## config.mk

```make
export PLATFORM = sky130hd
export DESIGN_NAME = gse_front
export DESIGN_NICKNAME = d
export VERILOG_FILES = /design/src/gse_pkg.sv /design/src/gse_front.sv
export SDC_FILE = /design/constraint.sdc
export NUM_CORES = 1
export LEC_CHECK = 0
export BUFFER_PORTS_ARGS = -buffer_cell sky130_fd_sc_hd__buf_2
export CAP_MARGIN = 20
export CORE_MARGIN = 5
export CORE_UTILIZATION = 39
export DETAILED_ROUTE_END_ITERATION = 16
export GPL_TIMING_DRIVEN = 1
export PLACE_DENSITY = 0.69
export SLEW_MARGIN = 20
export SYNTH_ARGS = -nofsm -noshare
export SYNTH_HDL_FRONTEND = slang
export SYNTH_SLANG_ARGS = --single-unit
```

## constraint.sdc

```tcl
create_clock -name clk_i -period 5.63 [get_ports clk_i]
set_input_delay 0.2815 -clock clk_i [delete_from_list [all_inputs] [get_ports clk_i]]
set_output_delay 0.2815 -clock clk_i [all_outputs]
set_load 0.01 [all_outputs]
```

## src/gse_pkg.sv

```systemverilog
// ---------------------------------------------------------------------------
// Grid successor expander package
// Shared types, widths and small helpers for the 3D successor expander.
// ---------------------------------------------------------------------------
package gse_pkg;

  localparam int unsigned GRID_SIDE_DEF = 64;
  localparam int unsigned NUM_MOVES_DEF = 6;

  localparam int unsigned NUM_SLOTS   = 6;
  localparam int unsigned SLOT_W      = 3;
  localparam int unsigned COORD_W     = 6;
  localparam int unsigned SCOORD_W    = 8;
  localparam int unsigned DIST_W      = 9;
  localparam int unsigned ID_W        = 18;
  localparam int unsigned NEXT_ID_W   = 19;
  localparam int unsigned COST_W      = 16;
  localparam int unsigned MOVE_W      = 23;
  localparam int unsigned DIMS_W      = 21;
  localparam int unsigned DIM_W       = 7;
  localparam int unsigned CFG_IDX_W   = 3;
  localparam int unsigned IN_TDATA_W  = 64;
  localparam int unsigned OUT_TDATA_W = 40;

  localparam logic [DIMS_W-1:0] DIMS_RESET = 21'd1056832;

  localparam logic [CFG_IDX_W-1:0] CFG_DIMS = 3'd6;

  // Fields of a move register.
  localparam int unsigned MV_COST_LO = 6;
  localparam int unsigned MV_EN_BIT  = 22;

  localparam logic [1:0] OFF_PLUS  = 2'd1;
  localparam logic [1:0] OFF_MINUS = 2'd3;

  typedef enum logic [1:0] {
    OP_NOP,
    OP_WRITE,
    OP_EXPAND
  } op_e;

  typedef struct packed {
    op_e                     op;
    logic [COORD_W-1:0]      cx;
    logic [COORD_W-1:0]      cy;
    logic [COORD_W-1:0]      cz;
    logic                    occ;
    logic [NUM_SLOTS-1:0]    mask;
    logic [COORD_W-1:0]      ax;
    logic [COORD_W-1:0]      ay;
    logic [COORD_W-1:0]      az;
    logic [COORD_W-1:0]      px;
    logic [COORD_W-1:0]      py;
    logic [COORD_W-1:0]      pz;
  } cmd_t;

  typedef logic [MOVE_W-1:0] move_t;

  function automatic logic [SCOORD_W-1:0] offset_of(input logic [1:0] code);
    logic [SCOORD_W-1:0] r;
    r = '0;
    if (code == OFF_PLUS) begin
      r = 8'd1;
    end else if (code == OFF_MINUS) begin
      r = 8'hFF;
    end
    return r;
  endfunction

  function automatic logic [SCOORD_W-1:0] abs_diff(input logic [SCOORD_W-1:0] a,
                                                   input logic [SCOORD_W-1:0] b);
    return (a > b) ? (a - b) : (b - a);
  endfunction

endpackage

```

## src/gse_front.sv

```systemverilog
// ---------------------------------------------------------------------------
// Expander front end
// Accepts input words, classifies them and queues them for the back end.
// ---------------------------------------------------------------------------
module gse_front #(
  parameter int unsigned GRID_SIDE = gse_pkg::GRID_SIDE_DEF
) (
  input  logic                             clk_i,
  input  logic                             rst_ni,
  input  logic                             s_axis_tvalid,
  output logic                             s_axis_tready,
  input  logic [gse_pkg::IN_TDATA_W-1:0]   s_axis_tdata,
  input  logic                             s_axis_tuser,
  input  logic                             clearing_i,
  output logic                             q_valid_o,
  output gse_pkg::cmd_t                    q_cmd_o,
  input  logic                             q_pop_i
);

  localparam logic [gse_pkg::SCOORD_W-1:0] SIDE = gse_pkg::SCOORD_W'(GRID_SIDE);

  gse_pkg::cmd_t cmd_in;
  gse_pkg::cmd_t fifo_q [2];
  logic          wr_ptr_q, rd_ptr_q;
  logic [1:0]    cnt_q;
  logic          push, in_store;

  assign in_store = ({2'b00, s_axis_tdata[5:0]} < SIDE) &&
                    ({2'b00, s_axis_tdata[11:6]} < SIDE) &&
                    ({2'b00, s_axis_tdata[17:12]} < SIDE);

  always_comb begin
    cmd_in.cx   = s_axis_tdata[5:0];
    cmd_in.cy   = s_axis_tdata[11:6];
    cmd_in.cz   = s_axis_tdata[17:12];
    cmd_in.occ  = s_axis_tdata[18];
    cmd_in.mask = s_axis_tdata[24:19];
    cmd_in.ax   = s_axis_tdata[30:25];
    cmd_in.ay   = s_axis_tdata[36:31];
    cmd_in.az   = s_axis_tdata[42:37];
    cmd_in.px   = s_axis_tdata[48:43];
    cmd_in.py   = s_axis_tdata[54:49];
    cmd_in.pz   = s_axis_tdata[60:55];
    // Writes that fall outside the store are kept as no-ops to stay in order.
    if (s_axis_tuser) begin
      cmd_in.op = gse_pkg::OP_EXPAND;
    end else if (in_store) begin
      cmd_in.op = gse_pkg::OP_WRITE;
    end else begin
      cmd_in.op = gse_pkg::OP_NOP;
    end
  end

  assign s_axis_tready = (cnt_q != 2'd2) && !clearing_i;
  assign push          = s_axis_tvalid && s_axis_tready;
  assign q_valid_o     = (cnt_q != 2'd0);
  assign q_cmd_o       = fifo_q[rd_ptr_q];

  always_ff @(posedge clk_i or negedge rst_ni) begin
    if (!rst_ni) begin
      wr_ptr_q <= 1'b0;
      rd_ptr_q <= 1'b0;
      cnt_q    <= 2'd0;
    end else begin
      if (push) begin
        wr_ptr_q <= ~wr_ptr_q;
      end
      if (q_pop_i) begin
        rd_ptr_q <= ~rd_ptr_q;
      end
      if (push && !q_pop_i) begin
        cnt_q <= cnt_q + 2'd1;
      end else if (!push && q_pop_i) begin
        cnt_q <= cnt_q - 2'd1;
      end
    end
  end

  always_ff @(posedge clk_i) begin
    if (push) begin
      fifo_q[wr_ptr_q] <= cmd_in;
    end
  end

endmodule

```

==> out/qor.csv, run 1 <==
stage,metric,value,unit
run_status,outcome,"complete, no violations",
layout,nets,433,
clock_tree,clock-sinks,130,
power,p_seq_share,41.6,%
place,portBuffers,131,
clock_tree,postCtsSetupBuffers,0,
global_routing,overflow,0,
die,io_pins,135,
die,die_x,123,um
die,rows,41,
clock_tree,htree_num_levels,4,
clock_tree,ctsLongestPathBuffers,2,
power,p_int,2340,uW
routing,drt_wl_total,8.60,mm
worst_setup_path,critical-path-top-delay-family,flip-flops,
yosys,seq_area_frac_synth,77.6,%
yosys,synthTopCellsByArea,"edfxtp_1, mux2_4, dfrtp_1",
place,dp_hpwl,5.70,mm
global_routing,grt_pass1_vias,2606,
die,die_h,123,um
global_routing,busiest_layer,met2,
power,power_switching,821,uW
layout,postLayoutCellArea,6440,um2
place,gp_congestion,0.639,
yosys,async_flop_share,3.08,%
yosys,yosys-top-cells-count,"edfxtp_1, mux2_4, buf_6",
worst_setup_path,crit_buf_inv,2,
yosys,yosysMostFrequentCell,edfxtp_1,
power,swShare,26.0,%
clock_tree,numCtsBuffers,17,
routing,vias,2405,
yosys,synth_area,5010,um2
clock_tree,insertion_delay,0.41,ns
routing,viasPerCell,4.40,
worst_setup_path,crit_type,reg2out,
sta,fin_crit,2.69,ns
routing,post-route-drc-count,0,
routing,drt_iter0_markers,138,
global_routing,use_met1,13.7,%
sta,tns,0,ns
global_routing,grt_max_degree,64,
sta,fmax,372,MHz
sta,finClkSkew,0.00628,ns
power,combinationalPowerShare,24.9,%
die,core-area,12600,um2
global_routing,grt_pass1_wl,13.2,mm
die,dieArea,15200,um2
power,p_per_area,491,nW/um2
layout,layout-drive-gt1-share,61.3,%
sta,rsz0062_at_grt,false,
yosys,synth_seq_cells,130,
power,pwr-share-clk,33.5,%
global_routing,grt_use_met2,19.0,%
yosys,syn_inst,215,
routing,dr.pass1.iters,3,
worst_setup_path,startpoint_type,flop,
clock_tree,clk_root_buffer_cell,clkbuf_16,
clock_tree,cts_tree,built,
hold_path,min_path_type,in2reg,
worst_setup_path,path_cells,buf_4 > mux2_2 > buf_2,
yosys,yosys_warnings,0,
global_routing,grtUsageTotal,11.9,%
layout,syn_to_final_growth,28.7,%
global_routing,met3_usage,4.89,%
yosys,synth_cell_type_count,16,
sta,maxSlewHeadroom,40.3,%
worst_setup_path,worst-endpoint-required,5.35,ns
flow_run,cap_violations,0,
place,placed_area,5860,um2
die,initial_core_util,39.7,%
power,p_leak,0.00259,uW
yosys,synth_top_area_share,75.6,%
sta,hold_violations,0,
sta,period_share,47.7,%
yosys,syn_avg_cell_area,23.3,um2
routing,ant_nets,0,
sta,drv_slew,0,
sta,setup_viol,0,
layout,antennaDiodeCount,0,
yosys,synth_largest_area_cell,edfxtp_1,
worst_setup_path,worst-path-max-fanout,34,
layout,fill_cells,1066,
yosys,synth_ff_type,edfxtp_1,
power,ir_drop,0.000280,V
yosys,synth_nets,286,
sta,tightest_slew,0.895,ns
clock_tree,clk_pin_slew_worst_paths,0.05,ns
worst_setup_path,critPathCaptureType,primary output,
worst_setup_path,critPathMaxStageDelay,0.83,ns
global_routing,antenna_found_initial,0,
worst_setup_path,critPathArrivalTime,2.41,ns
yosys,synth_edf_count,126,
layout,fin_util,51.1,%
routing,routedWlPerCell,15.7,um
worst_setup_path,cpMaxStageDelayCell,dfrtp_4,
## sequential cells by signal (all words and copies together), names as in the netlist
name / flops
wr_ptr_q: 1
rd_ptr_q: 1
fifo_q: 126
cnt_q: 2
## layout by cell type (no fill, tap or decap), drive strengths merged
cell type	n
xnor2	1
edfxtp	126
bufinv	3
clkinv	9
dfrtp	4
nor2	2
nor2b	2
and2	1
mux2	63
inv	2
clkinvlp	1
clkbuf	19
or2	1
buf	134
xor2	4
ha	1
nor3b	1
dlygate4sd3	1
## cell type report
class	count	area, um2	area share (%)
Sequential cell	130	3890	60.3
Multi-Input combinational cell	76	1050	16.3
Timing Repair Buffer	135	708	11.0
Clock buffer	19	433	6.72
Tap cell	172	215	3.34
Clock inverter	13	143	2.21
Inverter	2	7.51	0.116
## power by group through the flow
stage	clock network (uW)	registers, uW	logic (uW)
floorplan	0	1260	637
global placement	0	1330	795
detailed placement	0	1340	806
CTS	1090	1320	809
global route	1140	1330	850
finish	1060	1310	787
## cells by family (layout without fill, tap and decap cells)
group         count (synthesis)  count (layout)  share of synthesized area [%]
xor+xnor                      5               5                          0.875
fa+ha+maj                     1               1                          0.250
buf+inv                       9             169                           1.65
flops                       130             130                           77.6
mux                          63              63                           18.6
simple gates                  7               7                           1.07
## worst register-to-register path: stages (launching register included)
cell	delay (ns)
dfrtp_1	0.39
nor2b_2	0.18
nor3b_4	0.25
nor2b_4	0.62
buf_16	0.24
buf_4	0.35
## worst paths after layout
check	start	endpoint	slack, ns	cells past startpoint
max in group asynchronous	rst_ni	rd_ptr_q	5.27	2
hold reg to reg	cnt_q[1]	cnt_q[1]	0.49	1
min in group asynchronous	rst_ni	cnt_q[1]	0.22	2
setup reg to reg	cnt_q[1]	fifo_q[0][2]	3.24	5
hold / removal	s_axis_tdata[2]	fifo_q[1][57]	0.06	1
setup / recovery	rd_ptr_q	q_cmd_o[59]	2.94	3
## metal layers
layer	vias to the layer above	part of all wire, %
met5	-	0
met4	0	1.8
met3	16	7.4
met2	93	51
met1	1150	40
li1	1146	-
## through the flow
stage	power, uW	hold slack, ns	instances	setup slack (ns)
floorplan	1900	-0.0141	215	1.54
global placement	2120	0.0892	513	2.92
detailed placement	2140	0.0963	514	3.17
CTS	3220	0.0355	547	2.86
global route	3320	0.0270	547	2.81
finish	3160	0.0609	547	2.94
## timing repair
item / 4_1_cts / 5_1_grt
gates resized for setup: 0 / 0
hold buffers: 1 / 0
endpoints found under the hold margin: 4 / 0
Power figures use the tool's default switching activity.
==> inputs of run 2 (changes only) <==
--- a/config.mk
+++ b/config.mk
@@ -5,6 +5,7 @@
 export SDC_FILE = /design/constraint.sdc
 export NUM_CORES = 1
 export LEC_CHECK = 0
+export ABC_AREA = 1
 export BUFFER_PORTS_ARGS = -buffer_cell sky130_fd_sc_hd__buf_2
 export CAP_MARGIN = 20
 export CORE_MARGIN = 5
==> constraint.sdc (replaced) <==
create_clock -name clk_i -period 2.55 [get_ports clk_i]
set_input_delay 0.1275 -clock clk_i [delete_from_list [all_inputs] [get_ports clk_i]]
set_output_delay 0.1275 -clock clk_i [all_outputs]
set_load 0.01 [all_outputs]
==> out/qor.csv, run 2 <==
stage,metric,value,unit
run_status,outcome,"complete, no violations",
power,p_seq_share,39.1,%
clock_tree,numCtsBuffers,17,
die,initial_core_util,40.1,%
yosys,seq_area_frac_synth,76.5,%
clock_tree,postCtsSetupBuffers,0,
global_routing,grt_max_degree,40,
yosys,synth_edf_count,126,
routing,drt_wl_total,9.49,mm
yosys,synth_nets,298,
yosys,synth_seq_cells,130,
clock_tree,cts_tree,built,
flow_run,cap_violations,0,
layout,top_regs,"fifo_q: 126 flops, cnt_q: 2 flops",
die,core-area,12700,um2
yosys,syn_inst,227,
layout,syn_to_final_growth,41.2,%
routing,viasPerCell,4.39,
yosys,syn_avg_cell_area,22.4,um2
routing,routedWlPerCell,15.2,um
die,rows,41,
worst_setup_path,critPathMaxStageDelay,0.76,ns
clock_tree,ctsLongestPathBuffers,2,
clock_tree,clk_pin_slew_worst_paths,0.06,ns
power,p_per_area,1020,nW/um2
worst_setup_path,crit_type,reg2out,
layout,postLayoutCellArea,7170,um2
power,p_leak,0.00291,uW
layout,mostFrequentLayoutCells,"buf_2, edfxtp_1, dlygate4sd3_1, mux2_4, clkbuf_16",
power,power_switching,1900,uW
clock_tree,clock-sinks,130,
power,pwr-share-clk,34.8,%
clock_tree,insertion_delay,0.41,ns
sta,fmax,465,MHz
worst_setup_path,worst-endpoint-required,2.42,ns
worst_setup_path,worst-path-max-fanout,27,
place,placed_area,5890,um2
yosys,yosys_warnings,0,
routing,ant_nets,0,
layout,final_common_cell,buf_2,
worst_setup_path,reg2regPathDepth,5,
layout,registers.top_by_ff_count,fifo_q,
global_routing,antenna_found_initial,0,
yosys,async_flop_share,3.08,%
worst_setup_path,critPathArrivalTime,2.02,ns
sta,fin_crit,2.15,ns
hold_path,min_path_type,in2async,
die,die_x,124,um
place,gp_congestion,0.813,
layout,antennaDiodeCount,0,
power,combinationalPowerShare,26.1,%
sta,hold_violations,0,
worst_setup_path,cpMaxStageDelayCell,dfrtp_4,
clock_tree,clk_root_buffer_cell,clkbuf_16,
place,portBuffers,131,
power,swShare,26.0,%
layout,fill_cells,1011,
clock_tree,htree_num_levels,4,
sta,finClkSkew,0.00931,ns
sta,finalWorstSetupSlack,0.398,ns
yosys,synth_largest_area_cell,edfxtp_1,
yosys,synth_top_area_share,74.6,%
global_routing,grt_pass1_vias,3049,
worst_setup_path,reg2reg_to,fifo_q[1][4],
die,io_pins,135,
routing,post-route-drc-count,0,
routing,dr.pass1.iters,4,
yosys,synth_cell_type_count,15,
worst_setup_path,critPathCaptureType,primary output,
sta,tns,0,ns
global_routing,grt_pass1_wl,14.6,mm
sta,setup_viol,0,
global_routing,overflow,0,
worst_setup_path,reg2reg_from,cnt_q[0],
sta,rsz0062_at_grt,false,
yosys,synth_area,5070,um2
clock_tree,post_cts_resized,0,
sta,maxSlewHeadroom,63.9,%
layout,layout-drive-gt1-share,52.0,%
sta,drv_slew,0,
yosys,synthTopCellsByArea,"edfxtp_1, mux2_4, buf_12",
sta,tightest_slew,0.542,ns
power,p_int,5400,uW
routing,drt_iter0_markers,136,
layout,largest_reg_flops,126,
die,dieArea,15400,um2
yosys,yosysMostFrequentCell,edfxtp_1,
yosys,yosys-top-cells-count,"edfxtp_1, mux2_4, inv_1, nand2_1, buf_12",
power,ir_drop,0.000533,V
die,die_h,124,um
worst_setup_path,path_cells,buf_4 > mux2_4 > buf_2,
sta,whs,0.0540,ns
worst_setup_path,reg2reg_setup_slack,0.85,ns
yosys,synth_ff_type,edfxtp_1,
power,p_total,7300,uW
global_routing,grtUsageTotal,12.9,%
place,pre_cts_ws,0.806,ns
place,dp_hpwl,6.11,mm
routing,vias,2747,
sta,period_share,84.4,%
worst_setup_path,startpoint_type,flop,
clock_tree,cts_hold_buf,64,
layout,nets,512,
worst_setup_path,startpoint,rd_ptr_q,
[run 2: cell type report]
| cell class | instances | area, um2 | area share (%) |
|---|---|---|---|
| clock buffers | 19 | 453 | 6.32 |
| clock inverters | 13 | 184 | 2.57 |
| inverters | 10 | 37.5 | 0.524 |
| multi-input cells | 80 | 1030 | 14.4 |
| flip-flops and latches | 130 | 3890 | 54.2 |
| well taps | 172 | 215 | 3.00 |
| repair buffers | 202 | 1360 | 19.0 |
[run 2: worst max path at each step]
stage	endpoint	slack [ns]	depth (start not counted)
final	q_cmd_o[35]	0.40	3
after global routing	q_cmd_o[41]	0.30	3
after CTS	q_cmd_o[34]	0.36	3
after global placement	q_cmd_o[34]	0.80	3
after detailed placement	q_cmd_o[34]	0.81	3
after floorplan	fifo_q[0][0]	0.29	4
[run 2: cells by family (layout without fill, tap and decap cells)]
kind of cell | after synthesis | after routing | synth area share [%]
adders and majority gates | 1 | 1 | 0.247
xor gates and xnor gates | 2 | 2 | 0.345
and+or+nand+nor | 13 | 13 | 1.11
buffers and inverters | 17 | 244 | 3.33
muxes | 63 | 63 | 18.3
DFF | 130 | 130 | 76.5
AOI/OAI and AO/OA | 1 | 1 | 0.0985
[run 2: per-layer routing]
layer / part of all wire, % / wire (um) / global-route usage [%]
met1: 39 / 3660 / 13.7
met2: 53 / 5060 / 22.5
met3: 6.7 / 640 / 5.45
met4: 1.4 / 136 / 5.34
met5: 0 / 0 / 0
[run 2: metrics by stage]
stage	instances	utilization, %
floorplan	227	-
global placement	530	46.5
detailed placement	530	46.5
CTS	626	56.6
global route	626	56.6
finish	626	56.6
[run 2: power groups by stage]
stage               combinational (uW)  sequential [uW]  clock (uW)
floorplan                         1530             2760           0
global route                      2050             2890        2710
finish                            1910             2850        2540
global placement                  1840             2890           0
CTS                               1930             2860        2620
detailed placement                1850             2910           0
[run 2: critical path: cells and delay by family, from the launching register on]
family	cells	cell delay, ns
mux	1	0.33
buf+inv	2	0.51
flops	1	0.76
==> inputs of run 3 (changes only) <==
--- a/config.mk
+++ b/config.mk
@@ -5,7 +5,7 @@
 export SDC_FILE = /design/constraint.sdc
 export NUM_CORES = 1
 export LEC_CHECK = 0
-export ABC_AREA = 1
+export ABC_AREA = 0
 export BUFFER_PORTS_ARGS = -buffer_cell sky130_fd_sc_hd__buf_2
 export CAP_MARGIN = 20
 export CORE_MARGIN = 5
==> constraint.sdc (replaced) <==
create_clock -name clk_i -period 2 [get_ports clk_i]
set_input_delay 0.1 -clock clk_i [delete_from_list [all_inputs] [get_ports clk_i]]
set_output_delay 0.1 -clock clk_i [all_outputs]
set_load 0.01 [all_outputs]
==> out/qor.csv, run 3 (synthesis gave the netlist of run 1 again) <==
stage,metric,value,unit
global_routing,grt_pass1_vias,2929,
sta,fin_crit,1.90,ns
power,p_leak,0.00290,uW
worst_setup_path,reg2regPathDepth,4,
clock_tree,cts_tree,built,
routing,vias,2691,
power,combinationalPowerShare,27.7,%
power,p_per_area,1280,nW/um2
layout,nets,501,
layout,antennaDiodeCount,0,
run_status,outcome,"complete, no violations",
worst_setup_path,startpoint,rd_ptr_q,
sta,finClkSkew,0.00797,ns
worst_setup_path,reg2reg_setup_slack,0.30,ns
routing,drt_iter0_markers,90,
layout,top_regs,"fifo_q: 126 flops, cnt_q: 2 flops",
worst_setup_path,critPathCaptureType,primary output,
die,die_h,123,um
layout,registers.top_by_ff_count,fifo_q,
worst_setup_path,reg2reg_from,cnt_q[1],
routing,post-route-drc-count,0,
sta,hold_violations,0,
clock_tree,insertion_delay,0.40,ns
die,io_pins,135,
sta,maxSlewHeadroom,72.9,%
layout,layout-drive-gt1-share,53.7,%
routing,viasPerCell,4.38,
die,core-area,12600,um2
power,p_int,6800,uW
clock_tree,clk_root_buffer_cell,clkbuf_16,
global_routing,overflow,0,
routing,routedWlPerCell,14.7,um
power,swShare,25.8,%
clock_tree,postCtsSetupBuffers,0,
layout,final_common_cell,buf_2,
hold_path,min_path_type,in2async,
routing,wl_met1,3.60,mm
clock_tree,clk_pin_slew_worst_paths,0.06,ns
sta,period_share,95.1,%
global_routing,grtUsageTotal,12.5,%
clock_tree,clock-sinks,130,
clock_tree,htree_num_levels,4,
clock_tree,cts_hold_buf,64,
routing,wl_met3,626,um
routing,maxUsedRoutingLayer,met4,
worst_setup_path,crit_type,reg2out,
place,portBuffers,131,
worst_setup_path,startpoint_type,flop,
sta,fmax,526,MHz
worst_setup_path,worst-endpoint-required,1.90,ns
layout,largest_reg_flops,126,
place,gp_congestion,0.717,
place,dp_hpwl,6.02,mm
power,pwr-share-clk,32.7,%
layout,syn_to_final_growth,43.3,%
die,rows,41,
sta,drv_slew,0,
clock_tree,numCtsBuffers,17,
die,die_x,123,um
power,p_total,9170,uW
power,p_seq_share,39.6,%
global_routing,grt_pass1_wl,14.0,mm
die,dieArea,15200,um2
flow_run,cap_violations,0,
routing,met2_length,4.67,mm
routing,ant_nets,0,
routing,drt_wl_total,9.07,mm
sta,rsz0062_at_grt,false,
die,initial_core_util,39.7,%
global_routing,antenna_found_initial,0,
power,ir_drop,0.000697,V
sta,tightest_slew,0.406,ns
global_routing,grt_max_degree,42,
layout,mostFrequentLayoutCells,"buf_2, edfxtp_1, dlygate4sd3_1, mux2_4, clkbuf_16",
power,power_switching,2360,uW
routing,dr.pass1.iters,4,
worst_setup_path,reg2reg_to,fifo_q[0][5],
clock_tree,ctsLongestPathBuffers,2,
clock_tree,post_cts_resized,0,
worst_setup_path,critPathArrivalTime,1.80,ns
layout,fill_cells,978,
sta,setup_viol,0,
sta,tns,0,ns
worst_setup_path,worst-path-max-fanout,20,
## run 3: final cells by class
class / count / area (um2) / share of cell area [%]
repair buffers: 203 / 1420 / 19.8
inverters: 2 / 7.51 / 0.105
flip-flops and latches: 130 / 3890 / 54.2
clock inverters: 9 / 104 / 1.45
multi-input cells: 76 / 1060 / 14.7
clock buffers: 23 / 488 / 6.80
well taps: 172 / 215 / 3.00
## run 3: worst max-delay path by stage
stage / cells after the start / slack, ns / endpoint
2_1_floorplan: 3 / -0.20 / fifo_q[0][0]
3_3_place_gp: 4 / 0.34 / fifo_q[0][11]
3_5_place_dp: 4 / 0.28 / fifo_q[0][27]
4_1_cts: 3 / 0.05 / q_cmd_o[25]
5_1_grt: 3 / 0.006 / q_cmd_o[31]
6_report: 3 / 0.1 / q_cmd_o[32]
## run 3: critical path, stage by stage (launching register included)
cell and delay (ns):
dfrtp_4 0.67, buf_4 0.26, mux2_4 0.31, buf_2 0.14
## run 3: stage by stage
| step | hold WS, ns | utilization, % | cell area (um2) | cells | setup WS (ns) |
|---|---|---|---|---|---|
| after floorplan | -0.196 | - | 5020 | 215 | -0.196 |
| after global placement | -0.0921 | 47.1 | 5940 | 519 | 0.336 |
| after detailed placement | -0.0842 | 47.1 | 5940 | 519 | 0.284 |
| after CTS | 0.00669 | 56.9 | 7180 | 615 | 0.0466 |
| after global routing | 0.0137 | 56.9 | 7180 | 615 | 0.00607 |
| final | 0.0186 | 56.9 | 7180 | 615 | 0.0972 |
## run 3: power groups by stage
| stage | clock network [uW] | logic, uW | registers, uW |
|---|---|---|---|
| 2_1_floorplan | 0 | 1810 | 3540 |
| 3_5_place_dp | 0 | 2500 | 3700 |
| 6_report | 3000 | 2540 | 3630 |
| 3_3_place_gp | 0 | 2470 | 3670 |
| 4_1_cts | 3080 | 2600 | 3640 |
| 5_1_grt | 3180 | 2720 | 3680 |
## run 3: routing by layer
layer  vias up  track usage, %
li1       1282               -
met1      1305            13.7
met2        88            21.4
met3        16            4.67
met4         0            5.81
met5         -               0
